## config.mk

```make
export PLATFORM = sky130hd
export DESIGN_NAME = adc_window_sum_peak_gain
export DESIGN_NICKNAME = d
export VERILOG_FILES = /design/src/sv/awspg_pkg.sv /design/src/sv/awspg_front.sv /design/src/sv/awspg_queue.sv /design/src/sv/awspg_back.sv /design/src/sv/adc_window_sum_peak_gain.sv
export SDC_FILE = /design/constraint.sdc
export NUM_CORES = 1
export LEC_CHECK = 0
export ABC_CLOCK_PERIOD_IN_PS = 15050
export BUFFER_PORTS_ARGS = -buffer_cell sky130_fd_sc_hd__buf_4
export CAP_MARGIN = 20
export CORE_MARGIN = 3
export CORE_UTILIZATION = 50
export DETAILED_ROUTE_END_ITERATION = 12
export PLACE_DENSITY = 0.67
export SYNTH_ARGS = -nofsm -noshare
export SYNTH_HDL_FRONTEND = slang
export SYNTH_SLANG_ARGS = --single-unit
```

## constraint.sdc

```tcl
create_clock -name clk -period 15.05 [get_ports clk]
set_input_delay 3.01 -clock clk [delete_from_list [all_inputs] [get_ports clk]]
set_output_delay 3.01 -clock clk [all_outputs]
set_load 0.02 [all_outputs]
```

## src/sv/awspg_pkg.sv

```systemverilog
// Shared constants for the ADC window sum, peak check and gain block.
`default_nettype none

package awspg_pkg;

  // Defaults for the top-level parameters
  localparam int ADC_BITS_DEF       = 12;
  localparam int GAIN_FRAC_BITS_DEF = 6;
  localparam int QUEUE_DEPTH_DEF    = 4;

  // Fixed field widths
  localparam int BIN_W       = 3;
  localparam int PED_W       = 15;
  localparam int GAIN_W      = 10;
  localparam int OUT_W       = 19;
  localparam int CFG_INDEX_W = 2;
  localparam int CFG_DATA_W  = 15;

  // Configuration register indexes
  localparam logic [CFG_INDEX_W-1:0] REG_PEDESTAL = 2'd0;
  localparam logic [CFG_INDEX_W-1:0] REG_GAIN     = 2'd1;

  // Register reset values
  localparam logic [PED_W-1:0]  PEDESTAL_RESET = 15'd0;
  localparam logic [GAIN_W-1:0] GAIN_RESET     = 10'd64;

  // Time bins with a role in the window
  localparam logic [BIN_W-1:0] BIN_RESTART = 3'd0;
  localparam logic [BIN_W-1:0] BIN_PRE     = 3'd2;
  localparam logic [BIN_W-1:0] BIN_PEAK    = 3'd3;
  localparam logic [BIN_W-1:0] BIN_POST    = 3'd4;
  localparam logic [BIN_W-1:0] BIN_LAST    = 3'd7;

  // Peak flag bits
  localparam int             FLAG_RISE  = 0;
  localparam int             FLAG_FALL  = 1;
  localparam logic [1:0]     FLAGS_PEAK = 2'b11;
  localparam logic [1:0]     FLAGS_RISE_ONLY = 2'b01;

endpackage

`default_nettype wire

```

## src/sv/awspg_front.sv

```systemverilog
// Front end: running window sum, peak flags and job classification.
`default_nettype none

module awspg_front #(
  parameter int ADC_BITS = awspg_pkg::ADC_BITS_DEF
) (
  input  wire logic                          clk,
  input  wire logic                          rst,
  input  wire logic                          accept,
  input  wire logic [ADC_BITS-1:0]           adc_sample,
  input  wire logic [awspg_pkg::BIN_W-1:0]   time_bin,
  output logic      [ADC_BITS+2:0]           job_sum,
  output logic                               job_peak
);

  localparam int SUM_W = ADC_BITS + 3;

  logic [SUM_W-1:0]    running_sum;
  logic [SUM_W-1:0]    running_sum_next;
  logic [ADC_BITS-1:0] previous_sample;
  logic [ADC_BITS-1:0] previous_sample_next;
  logic [1:0]          peak_flags;
  logic [1:0]          peak_flags_next;
  logic [SUM_W-1:0]    sample_ext;

  always_comb begin
    sample_ext           = SUM_W'(adc_sample);
    running_sum_next     = running_sum + sample_ext;
    previous_sample_next = previous_sample;
    peak_flags_next      = peak_flags;
    unique case (time_bin)
      awspg_pkg::BIN_RESTART: begin
        running_sum_next     = sample_ext;
        previous_sample_next = '0;
        peak_flags_next      = '0;
      end
      awspg_pkg::BIN_PRE: begin
        previous_sample_next = adc_sample;
      end
      awspg_pkg::BIN_PEAK: begin
        // a rise restarts the flags, dropping any earlier fall
        if (adc_sample >= previous_sample) begin
          peak_flags_next = awspg_pkg::FLAGS_RISE_ONLY;
        end
        previous_sample_next = adc_sample;
      end
      awspg_pkg::BIN_POST: begin
        if (adc_sample < previous_sample) begin
          peak_flags_next[awspg_pkg::FLAG_FALL] = 1'b1;
        end
      end
      default: begin
      end
    endcase
  end

  // Job for the back end: the updated sum, and whether this is a peaked last bin
  assign job_sum  = running_sum_next;
  assign job_peak = (time_bin == awspg_pkg::BIN_LAST) && (peak_flags == awspg_pkg::FLAGS_PEAK);

  always_ff @(posedge clk) begin
    if (rst) begin
      running_sum     <= '0;
      previous_sample <= '0;
      peak_flags      <= '0;
    end else if (accept) begin
      running_sum     <= running_sum_next;
      previous_sample <= previous_sample_next;
      peak_flags      <= peak_flags_next;
    end
  end

endmodule

`default_nettype wire

```

## src/sv/awspg_queue.sv

```systemverilog
// Short FIFO that decouples the front end from the back end.
`default_nettype none

module awspg_queue #(
  parameter int WIDTH = 16,
  parameter int DEPTH = awspg_pkg::QUEUE_DEPTH_DEF
) (
  input  wire logic             clk,
  input  wire logic             rst,
  input  wire logic             push,
  input  wire logic [WIDTH-1:0] push_data,
  output logic                  full,
  output logic                  pop_valid,
  input  wire logic             pop_ready,
  output logic      [WIDTH-1:0] pop_data
);

  localparam int PTR_W = (DEPTH > 2) ? $clog2(DEPTH) : 1;
  localparam int CNT_W = $clog2(DEPTH + 1);

  logic [WIDTH-1:0] entries [DEPTH];
  logic [PTR_W-1:0] wr_ptr;
  logic [PTR_W-1:0] rd_ptr;
  logic [CNT_W-1:0] count;
  logic             pop;

  assign full      = (count == CNT_W'(DEPTH));
  assign pop_valid = (count != '0);
  assign pop       = pop_valid && pop_ready;
  assign pop_data  = entries[rd_ptr];

  always_ff @(posedge clk) begin
    if (push) begin
      entries[wr_ptr] <= push_data;
    end
  end

  always_ff @(posedge clk) begin
    if (rst) begin
      wr_ptr <= '0;
      rd_ptr <= '0;
      count  <= '0;
    end else begin
      if (push) begin
        wr_ptr <= (wr_ptr == PTR_W'(DEPTH - 1)) ? '0 : wr_ptr + 1'b1;
      end
      if (pop) begin
        rd_ptr <= (rd_ptr == PTR_W'(DEPTH - 1)) ? '0 : rd_ptr + 1'b1;
      end
      if (push && !pop) begin
        count <= count + 1'b1;
      end else if (pop && !push) begin
        count <= count - 1'b1;
      end
    end
  end

endmodule

`default_nettype wire

```

## src/sv/awspg_back.sv

```systemverilog
// Back end: pedestal subtract and clamp, gain multiply, output register.
`default_nettype none

module awspg_back #(
  parameter int ADC_BITS       = awspg_pkg::ADC_BITS_DEF,
  parameter int GAIN_FRAC_BITS = awspg_pkg::GAIN_FRAC_BITS_DEF
) (
  input  wire logic                             clk,
  input  wire logic                             rst,
  input  wire logic                             job_valid,
  output logic                                  job_ready,
  input  wire logic [ADC_BITS+2:0]              job_sum,
  input  wire logic                             job_peak,
  input  wire logic [awspg_pkg::PED_W-1:0]      pedestal,
  input  wire logic [awspg_pkg::GAIN_W-1:0]     gain,
  output logic                                  out_valid,
  input  wire logic                             out_stall,
  output logic      [awspg_pkg::OUT_W-1:0]      corrected_sum
);

  localparam int SUM_W  = ADC_BITS + 3;
  localparam int DIFF_W = (SUM_W > awspg_pkg::PED_W) ? SUM_W : awspg_pkg::PED_W;
  localparam int PROD_W = DIFF_W + awspg_pkg::GAIN_W;

  logic              s1_valid;
  logic [DIFF_W-1:0] s1_diff;
  logic              s1_ready;
  logic              out_ready;
  logic [DIFF_W-1:0] sum_ext;
  logic [DIFF_W-1:0] ped_ext;
  logic [DIFF_W-1:0] diff;
  logic [PROD_W-1:0] product;
  logic [PROD_W-1:0] scaled;

  assign out_ready = !out_valid || !out_stall;
  assign s1_ready  = !s1_valid || out_ready;
  assign job_ready = s1_ready;

  always_comb begin
    sum_ext = DIFF_W'(job_sum);
    ped_ext = DIFF_W'(pedestal);
    diff    = '0;
    if (job_peak && (sum_ext > ped_ext)) begin
      diff = sum_ext - ped_ext;
    end
  end

  assign product = PROD_W'(s1_diff) * PROD_W'(gain);
  assign scaled  = product >> GAIN_FRAC_BITS;

  always_ff @(posedge clk) begin
    if (rst) begin
      s1_valid  <= 1'b0;
      out_valid <= 1'b0;
    end else begin
      if (s1_ready) begin
        s1_valid <= job_valid;
      end
      if (out_ready) begin
        out_valid <= s1_valid;
      end
    end
  end

  always_ff @(posedge clk) begin
    if (s1_ready) begin
      s1_diff <= diff;
    end
    if (out_ready) begin
      corrected_sum <= scaled[awspg_pkg::OUT_W-1:0];
    end
  end

endmodule

`default_nettype wire

```

## src/sv/adc_window_sum_peak_gain.sv

```systemverilog
// Top level of the ADC window sum, peak check and gain block.
//
//   channel  direction  handshake             word
//   in       input      in_valid / in_stall   adc_sample, time_bin
//   out      output     out_valid / out_stall corrected_sum
//   cfg      input      cfg_valid / cfg_ready cfg_index, cfg_data
//
// One word in per cycle sustained while in_stall is low; every word gives exactly one result word.
// A taken word is written into the queue, then its pedestal-subtracted difference is
// loaded into the s1_diff stage, and then its gain product into the output register.
// Reset (rst, synchronous) clears the window state, the queue and the valids,
// and loads pedestal 0 and gain 64 (unity at the default GAIN_FRAC_BITS of 6).
// in_stall rises only when the queue is full; out_stall backs up the back end
// into the queue, while the front keeps taking words until the queue fills.
`default_nettype none

module adc_window_sum_peak_gain #(
  parameter int ADC_BITS       = awspg_pkg::ADC_BITS_DEF,
  parameter int GAIN_FRAC_BITS = awspg_pkg::GAIN_FRAC_BITS_DEF,
  parameter int QUEUE_DEPTH    = awspg_pkg::QUEUE_DEPTH_DEF
) (
  input  wire logic                                clk,
  input  wire logic                                rst,
  // sample channel
  input  wire logic                                in_valid,
  output logic                                     in_stall,
  input  wire logic [ADC_BITS-1:0]                 adc_sample,
  input  wire logic [awspg_pkg::BIN_W-1:0]         time_bin,
  // result channel
  output logic                                     out_valid,
  input  wire logic                                out_stall,
  output logic      [awspg_pkg::OUT_W-1:0]         corrected_sum,
  // configuration channel
  input  wire logic                                cfg_valid,
  output logic                                     cfg_ready,
  input  wire logic [awspg_pkg::CFG_INDEX_W-1:0]   cfg_index,
  input  wire logic [awspg_pkg::CFG_DATA_W-1:0]    cfg_data
);

  localparam int SUM_W = ADC_BITS + 3;
  localparam int JOB_W = SUM_W + 1;

  logic [awspg_pkg::PED_W-1:0]  pedestal;
  logic [awspg_pkg::GAIN_W-1:0] gain;

  logic             accept;
  logic             queue_full;
  logic [SUM_W-1:0] front_sum;
  logic             front_peak;
  logic             job_valid;
  logic             job_ready;
  logic [JOB_W-1:0] job_word;

  // Configuration is always taken; writes to unknown indexes are dropped.
  assign cfg_ready = 1'b1;

  always_ff @(posedge clk) begin
    if (rst) begin
      pedestal <= awspg_pkg::PEDESTAL_RESET;
      gain     <= awspg_pkg::GAIN_RESET;
    end else if (cfg_valid && cfg_ready) begin
      unique case (cfg_index)
        awspg_pkg::REG_PEDESTAL: pedestal <= cfg_data[awspg_pkg::PED_W-1:0];
        awspg_pkg::REG_GAIN:     gain     <= cfg_data[awspg_pkg::GAIN_W-1:0];
        default: begin
        end
      endcase
    end
  end

  // Take a sample whenever the queue has room; the front end updates its
  // window state and pushes the job in the same cycle.
  assign in_stall = queue_full;
  assign accept   = in_valid && !in_stall;

  awspg_front #(
    .ADC_BITS (ADC_BITS)
  ) u_front (
    .clk        (clk),
    .rst        (rst),
    .accept     (accept),
    .adc_sample (adc_sample),
    .time_bin   (time_bin),
    .job_sum    (front_sum),
    .job_peak   (front_peak)
  );

  awspg_queue #(
    .WIDTH (JOB_W),
    .DEPTH (QUEUE_DEPTH)
  ) u_queue (
    .clk       (clk),
    .rst       (rst),
    .push      (accept),
    .push_data ({front_peak, front_sum}),
    .full      (queue_full),
    .pop_valid (job_valid),
    .pop_ready (job_ready),
    .pop_data  (job_word)
  );

  // Back end: non-peaked jobs carry a zero difference and come out as zero.
  awspg_back #(
    .ADC_BITS       (ADC_BITS),
    .GAIN_FRAC_BITS (GAIN_FRAC_BITS)
  ) u_back (
    .clk           (clk),
    .rst           (rst),
    .job_valid     (job_valid),
    .job_ready     (job_ready),
    .job_sum       (job_word[SUM_W-1:0]),
    .job_peak      (job_word[SUM_W]),
    .pedestal      (pedestal),
    .gain          (gain),
    .out_valid     (out_valid),
    .out_stall     (out_stall),
    .corrected_sum (corrected_sum)
  );

endmodule

`default_nettype wire
```

; ---- After elaboration in Yosys (flattened, before gate mapping)
; Memory sizes are Yosys's and may differ from the RTL's. A register that Yosys moved wholly into a read port is not among the register bits.
; Index checks and enable logic that the tools add are counted.
[op_classes]
addsub = 6
multipliers = 1
magnitude_cmp = 3
eq_ne = 11
n_mux = 14
n_reduce_logical = 27
[op_table]
columns = op, n
row1 = multiplier 15 x 10 -> 25 bit, 1
row2 = one-hot mux 12 bit (2 select lines), 1
row3 = adder 15 x 12 -> 15 bit, 1
row4 = greater-than comparator 15 bit, 1
row5 = 2-to-1 mux 15 bit, 1
row6 = subtractor 15 bit, 1
row7 = greater-or-equal comparator 12 bit, 1
row8 = < comparator 12 bit, 1
row9 = 2-to-1 mux 2 bit, 5
row10 = == test 3 bit (second input constant), 3
row11 = == test 2 bit (second input constant), 3
row12 = == test 3 x 2 -> 1 bit (second input constant), 2
row13 = logical AND 1 bit, 6
row14 = logical NOT 1 bit, 6
row15 = 2-to-1 mux 3 bit, 2
row16 = AND reduction 2 bit, 3
row17 = nonzero test 2 bit, 3
row18 = nonzero test 3 bit, 2
row19 = adder 2 x 1 -> 2 bit (second input constant), 2
row20 = != test 2 x 1 -> 1 bit (second input constant), 2
row21 = AND reduction 4 bit, 1
row22 = adder 3 x 1 -> 3 bit (second input constant), 1
row23 = logical NOT 3 bit, 1
row24 = 2-to-1 mux 1 bit, 3
row25 = other kinds (8), 9
[word_totals]
ff_bits = 97
ram_bits = 64
out_inout_bits = 22
n_memories = 1
[memory_table]
columns = name, depth, word_bits, rd, rd_ports_with_merged_regs, wr, line
row1 = u_queue.entries, 4, 16, 1, 1, 1, awspg_queue.sv:21  ; logic [WIDTH-1:0] entries [DEPTH];

; ---- Longest topological paths before layout
[logic_depth]
depth_word = 7
depth_mapped = 20
mapped_depth_nobuf = 19

; ---- Hierarchy
; From an unflattened synthesis, not the netlist that was laid out.
[hier_totals]
hier_cells = 1220
hier_area_um2 = 12585.8
[modules_own_cells]
columns = mod, instances, cells_per_inst, area_each_um2
row1 = awspg_back, 1, 698, 6473.7
row2 = awspg_queue, 1, 128, 2803.9
row3 = awspg_front, 1, 289, 2204.6
row4 = adc_window_sum_peak_gain, 1, 105, 1103.6

; ---- Worst setup path after synthesis
; No wires, ideal clock.
[synth_path]
kind = register -> register
start = reg gain[3] (netlist bit)
end = reg u_back.corrected_sum[15] (netlist bit), data pin
setup_ns = 0.262
arrival_ns = 4.939
setup_slack_ns = 9.849
path_stages_with_launch = 18
path_buffers = 1
path_cell_list = dfxtp_1 -> clkbuf_1 -> nand2_1 -> fa_1 -> inv_1 -> fa_1 -> fa_1 -> fa_1 -> inv_1 -> fa_1 -> inv_1 -> ha_1 -> a211o_1 -> a211oi_1 -> o21ai_2 -> a21boi_0 -> o21bai_1 -> xor2_1
[synth_between]
elab_chain_len = 1
[synth_rtl]
columns = item, line
row1 = start: declaration, adc_window_sum_peak_gain.sv:44  ; logic [awspg_pkg::GAIN_W-1:0] gain;
row2 = start signal: assignment, adc_window_sum_peak_gain.sv:60  ; gain <= awspg_pkg::GAIN_RESET;
row3 = start signal: assignment, adc_window_sum_peak_gain.sv:64  ; awspg_pkg::REG_GAIN: gain <= cfg_data[awspg_pkg::GAIN_W-1:0];
row4 = multiplier 15 x 10 -> 25 bit, awspg_back.sv:48  ; assign product = PROD_W'(s1_diff) * PROD_W'(gain);
row5 = net u_back.product[21], awspg_back.sv:32  ; logic [PROD_W-1:0] product;
row6 = end signal: assignment, awspg_back.sv:70  ; corrected_sum <= scaled[awspg_pkg::OUT_W-1:0];
row7 = end: declaration, awspg_back.sv:18  ; output logic [awspg_pkg::OUT_W-1:0] corrected_sum
; The timed path passes the listed nets, and every way through them passes these cells.
; A chain may end at the register's enable or synchronous reset.

; ---- Final worst setup path
[layout_path]
start = reg gain[4] (netlist bit)
end = reg u_back.corrected_sum[18] (netlist bit), data pin
; The elaborated chain is that of the path after synthesis.

==> reports/results.txt <==
The first global-routing pass estimated 40700 µm of wire. At the worst endpoint, the arrival time is 5.91 ns. Summing the sequential cell areas from Yosys gives 35.0% of the chip area.

Clock tree synthesis found a total of 163 sinks. The number of antenna diodes in the final layout is 0. For the total half-perimeter wirelength after legalization and detailed placement, the log shows 18700 µm. The tools report the category of the worst setup path launch point as a register. The run finished with clean final reports. Counting distinct cell types in the post-synthesis netlist gives 64. TritonCTS built the clock tree. The count of port buffers added during placement is 57. In the synthesized netlist, mux cells make up 4.13% of the area. The biggest area consumer among synthesized cells was edfxtp_1. In this run, the combinational gates consume 38.7% of the power.

The fraction of the mapped netlist area in adder cells was 27.8%; the number of rows in the core area was 56. The detail-routed net length per standard cell came out at 15.8 µm. After synthesis the cells add up to 0.0121 mm².

The clock network accounts for 24.9% of the total power. The warning count from the yosys run is 0. The type of the most critical hold path is register to register. After synthesis, the largest area contributor takes up 24.3% of total cell area. The data required time of the worst path is 15.29 ns. The switching share of power came out at 37.8%. Leaving out fill and tap cells, the most frequent cell in the layout is inv_1.

Remaining global-route overflow: 0. The floorplan step set the die height to 162 µm. The area of the placeable core was 0.0236 mm².

For this run, the top clock speed supported by timing is 176 MHz. Walking the worst path, the cells encountered are nand2_1, fa_1, fa_1, inv_1, fa_1, fa_1, inv_1, fa_1, inv_1, ha_1, a211o_1, a211oi_1, o21ai_2, a21oi_1, nor2_1, o41ai_1. Setup violations remaining at the end of the flow were counted as 0. Measured against its own limit, the worst slew margin works out to 28.8%. The detail route stage leaves a number of antenna-violating nets equal to 0. Transition time at the pin with the least slew margin: 1.06 ns. The clock passes through at most 2 buffers. After detailed routing, the number of remaining DRC violations is 0. The count of buffering cells on the critical path with inverters included was 3. Clock tree synthesis selected as its root buffer the cell clkbuf_16.

For this design the total switching power over the nets is 0.672 mW. The tools report the buffers inserted during post-CTS setup optimization as 0. The via count is 8300, and the number of global-route vias before repair is 8304. In this run the count of I/O pins placed on the die edge is 59. After Yosys synthesis, and, or, nand and nor cells account for 14.7% of the synthesized area.

The congestion estimate from routability-driven global placement came to 0.865. The initial antenna violation count is 0. Main flop type after synthesis: edfxtp_1. After synthesis the netlist holds a flip-flop and latch count of 163. Counting stages on the worst path, the most repeated cell is fa_1. Main combinational cell family by area after synthesis: adder cells.

The tools report the overall power after layout as 1.78 mW. Dividing the synthesized area by the synthesized cell count gives 10.3 µm². Ranked by total cell area, the synthesized netlist is headed by edfxtp_1 (24%), fa_1 (17%), dfxtp_1 (11%). Of all nets on the critical path, the largest fanout is 16.

For this design the static power due to leakage is 6.12 nW. The count of cells resized by post-cts repair was 0; the fraction of final layout cells with drive strength greater than 1 was 10.1%. The number of detailed-routing iterations run before antenna repair was 5; the fraction of synthesis flops using an asynchronous set or reset pin was 0%. From left edge to right edge, the die measures 162 µm. The kind of cell adding the most delay to the critical path was adder cells. Max-cap violations in this run came to 0. For this run, the slowest stage of the critical path takes 0.62 ns. Relative to the synthesized area, the layout overhead comes to 10.8%. In this run, synthesis inferred 98 flip-flops with an integrated enable. For this block, the initial DRC count from the detailed router was 443. The H-tree depth is 4, and the final layout net count is 1449. Buffers inserted during clock tree synthesis total 17. The minimum clock period after layout works out to 5.67 ns. The tools report the number of slew-limit violations in the final report as 0. Global routing used 19.4% of the available tracks across all layers.

Summing the areas of all compound-gate instances in the mapped netlist gives 9.52% of the synthesized area. The clock insertion delay at the later pin of the skew report is 0.43 ns. The cell count after synthesis came out at 1175. Total of hold buffers inserted after clock tree synthesis: 0. Sort of element at the end of the critical path: a register. Leaving out fill and tap cells, the most frequent cells in the layout are inv_1 (144), nand2_1 (141), fa_1 (104). The run gives 0.0120 ns as the clock tree skew after final layout. The parity-gate share of the synthesized area counting xor and xnor cells is 2.60%, and the proportion of power drawn by flip-flops and latches is 36.4%. Setup repair after global routing left no endpoint under its margin. The period utilization is 37.7%.

In the final timing run, aggregate negative setup slack is 0 ns. Power spread over the standard cell area amounts to 132 mW/mm². Once placement finished, the instance area stood at 0.0128 mm². Once the floorplan was initialized, standard cells occupied 51.3% of the core. Internal power comes to 1.11 mW. The largest net degree at the start of global routing is 62.

By startpoint and endpoint, the worst setup path is classified as register to register. Synthesis produced a netlist with a net count of 1419. The final design instance area without fill was 0.0134 mm²; the worst ir drop on vdd was 0.0000830 V.

In the routed layout, each cell is associated on average with a via count of 5.40. The tools report the hold violation total from the final report as 0. The largest individual stage delay along the critical path comes from the cell dfxtp_1.

For this block, the routed nets add up to 24300 µm of wire. The clock-pin slew of the registers on the worst-case setup and hold paths was 0.07 ns; the die footprint was 0.0261 mm².
## metal layers
metal,track usage (%),up-vias,routed length [µm]
li1,-,4008,-
met5,0,-,0
met1,25.9,4075,10800
met2,33.0,189,12000
met4,5.54,0,474
met3,2.90,28,978
## power by group through the flow
stage	sequential [mW]	combinational (mW)	clock (mW)
after detailed placement	0.659	0.688	0
after global placement	0.663	0.658	0
after CTS	0.649	0.693	0.452
final	0.648	0.687	0.442
after floorplan	0.627	0.530	0
after global routing	0.659	0.775	0.467
## kinds of logic after synthesis
group / after synthesis
AO/OA/AOI/OAI: 172
buffers and inverters: 194
other: 1
AND/OR/NAND/NOR: 372
flip-flops: 163
XOR/XNOR: 36
adder cells (fa/ha/maj): 207
multiplexers: 30
## worst paths after layout
path	endpoint	slack [ns]	start	cells after the start
setup / recovery	u_back.corrected_sum[18]$_DFFE_PP_	9.38	gain[4]$_SDFFE_PP0P_	16
hold / removal	pedestal[11]$_SDFFE_PP0P_	0.46	pedestal[11]$_SDFFE_PP0P_	2
setup reg to reg	u_back.corrected_sum[18]$_DFFE_PP_	9.38	gain[4]$_SDFFE_PP0P_	16
hold reg to reg	pedestal[11]$_SDFFE_PP0P_	0.46	pedestal[11]$_SDFFE_PP0P_	2
## cell usage after synthesis (3+ instances only)
cell type and number:
a211oi_1 4, a21o_1 18, a21oi_1 62, a22oi_1 13
a311oi_1 4, a31oi_1 4, and2_1 84, buf_2 4
buf_4 4, clkbuf_1 42, dfxtp_1 65, edfxtp_1 98
fa_1 104, ha_1 103, inv_1 144, mux2i_1 14
mux4_2 16, nand2_1 141, nand2b_1 5, nand3_1 15
nand4_1 7, nor2_1 72, nor2b_1 6, nor3_1 18
nor3b_1 4, o211ai_1 3, o21a_1 8, o21ai_0 21
o21bai_1 6, o31a_1 3, o31ai_1 3, or3_1 6
xnor2_1 17, xor2_1 19
## worst register-to-register path, stage by stage, from the launching register on
cell	delay (ns)
dfxtp_1	0.62
nand2_1	0.15
fa_1	0.53
fa_1	0.56
inv_1	0.06
fa_1	0.50
fa_1	0.54
inv_1	0.05
fa_1	0.53
inv_1	0.04
ha_1	0.34
a211o_1	0.33
a211oi_1	0.33
o21ai_2	0.20
a21oi_1	0.29
nor2_1	0.11
o41ai_1	0.30
## metrics by stage
step	hold WS, ns	std cells	setup WS [ns]	util [%]
6_report	0.456	1537	9.38	56.8
5_1_grt	0.473	1537	9.03	56.8
4_1_cts	0.458	1537	9.33	56.8
3_5_place_dp	0.447	1505	9.33	54.1
3_3_place_gp	0.442	1504	9.55	54.0
2_1_floorplan	0.436	1175	9.85	-
## registers in the layout (all words and copies together), names as in the netlist, 2 cells and up, named ones only
register                 flops
u_front.running_sum         15
gain                        10
u_queue.wr_ptr               2
u_front.peak_flags           2
u_back.corrected_sum        19
u_queue.rd_ptr               2
u_front.previous_sample     12
pedestal                    15
u_queue.entries             64
u_back.s1_diff              15
u_queue.count                3
## area by class of cell
type,instances,area (µm²)
timing repair buffer,61,478
inverter,144,541
clock inverter,15,204
fill,2007,10200
clock buffer,17,425
multi-input combinational,818,7120
tap,319,399
sequential,163,4240
(Power assumes the default switching activity.)
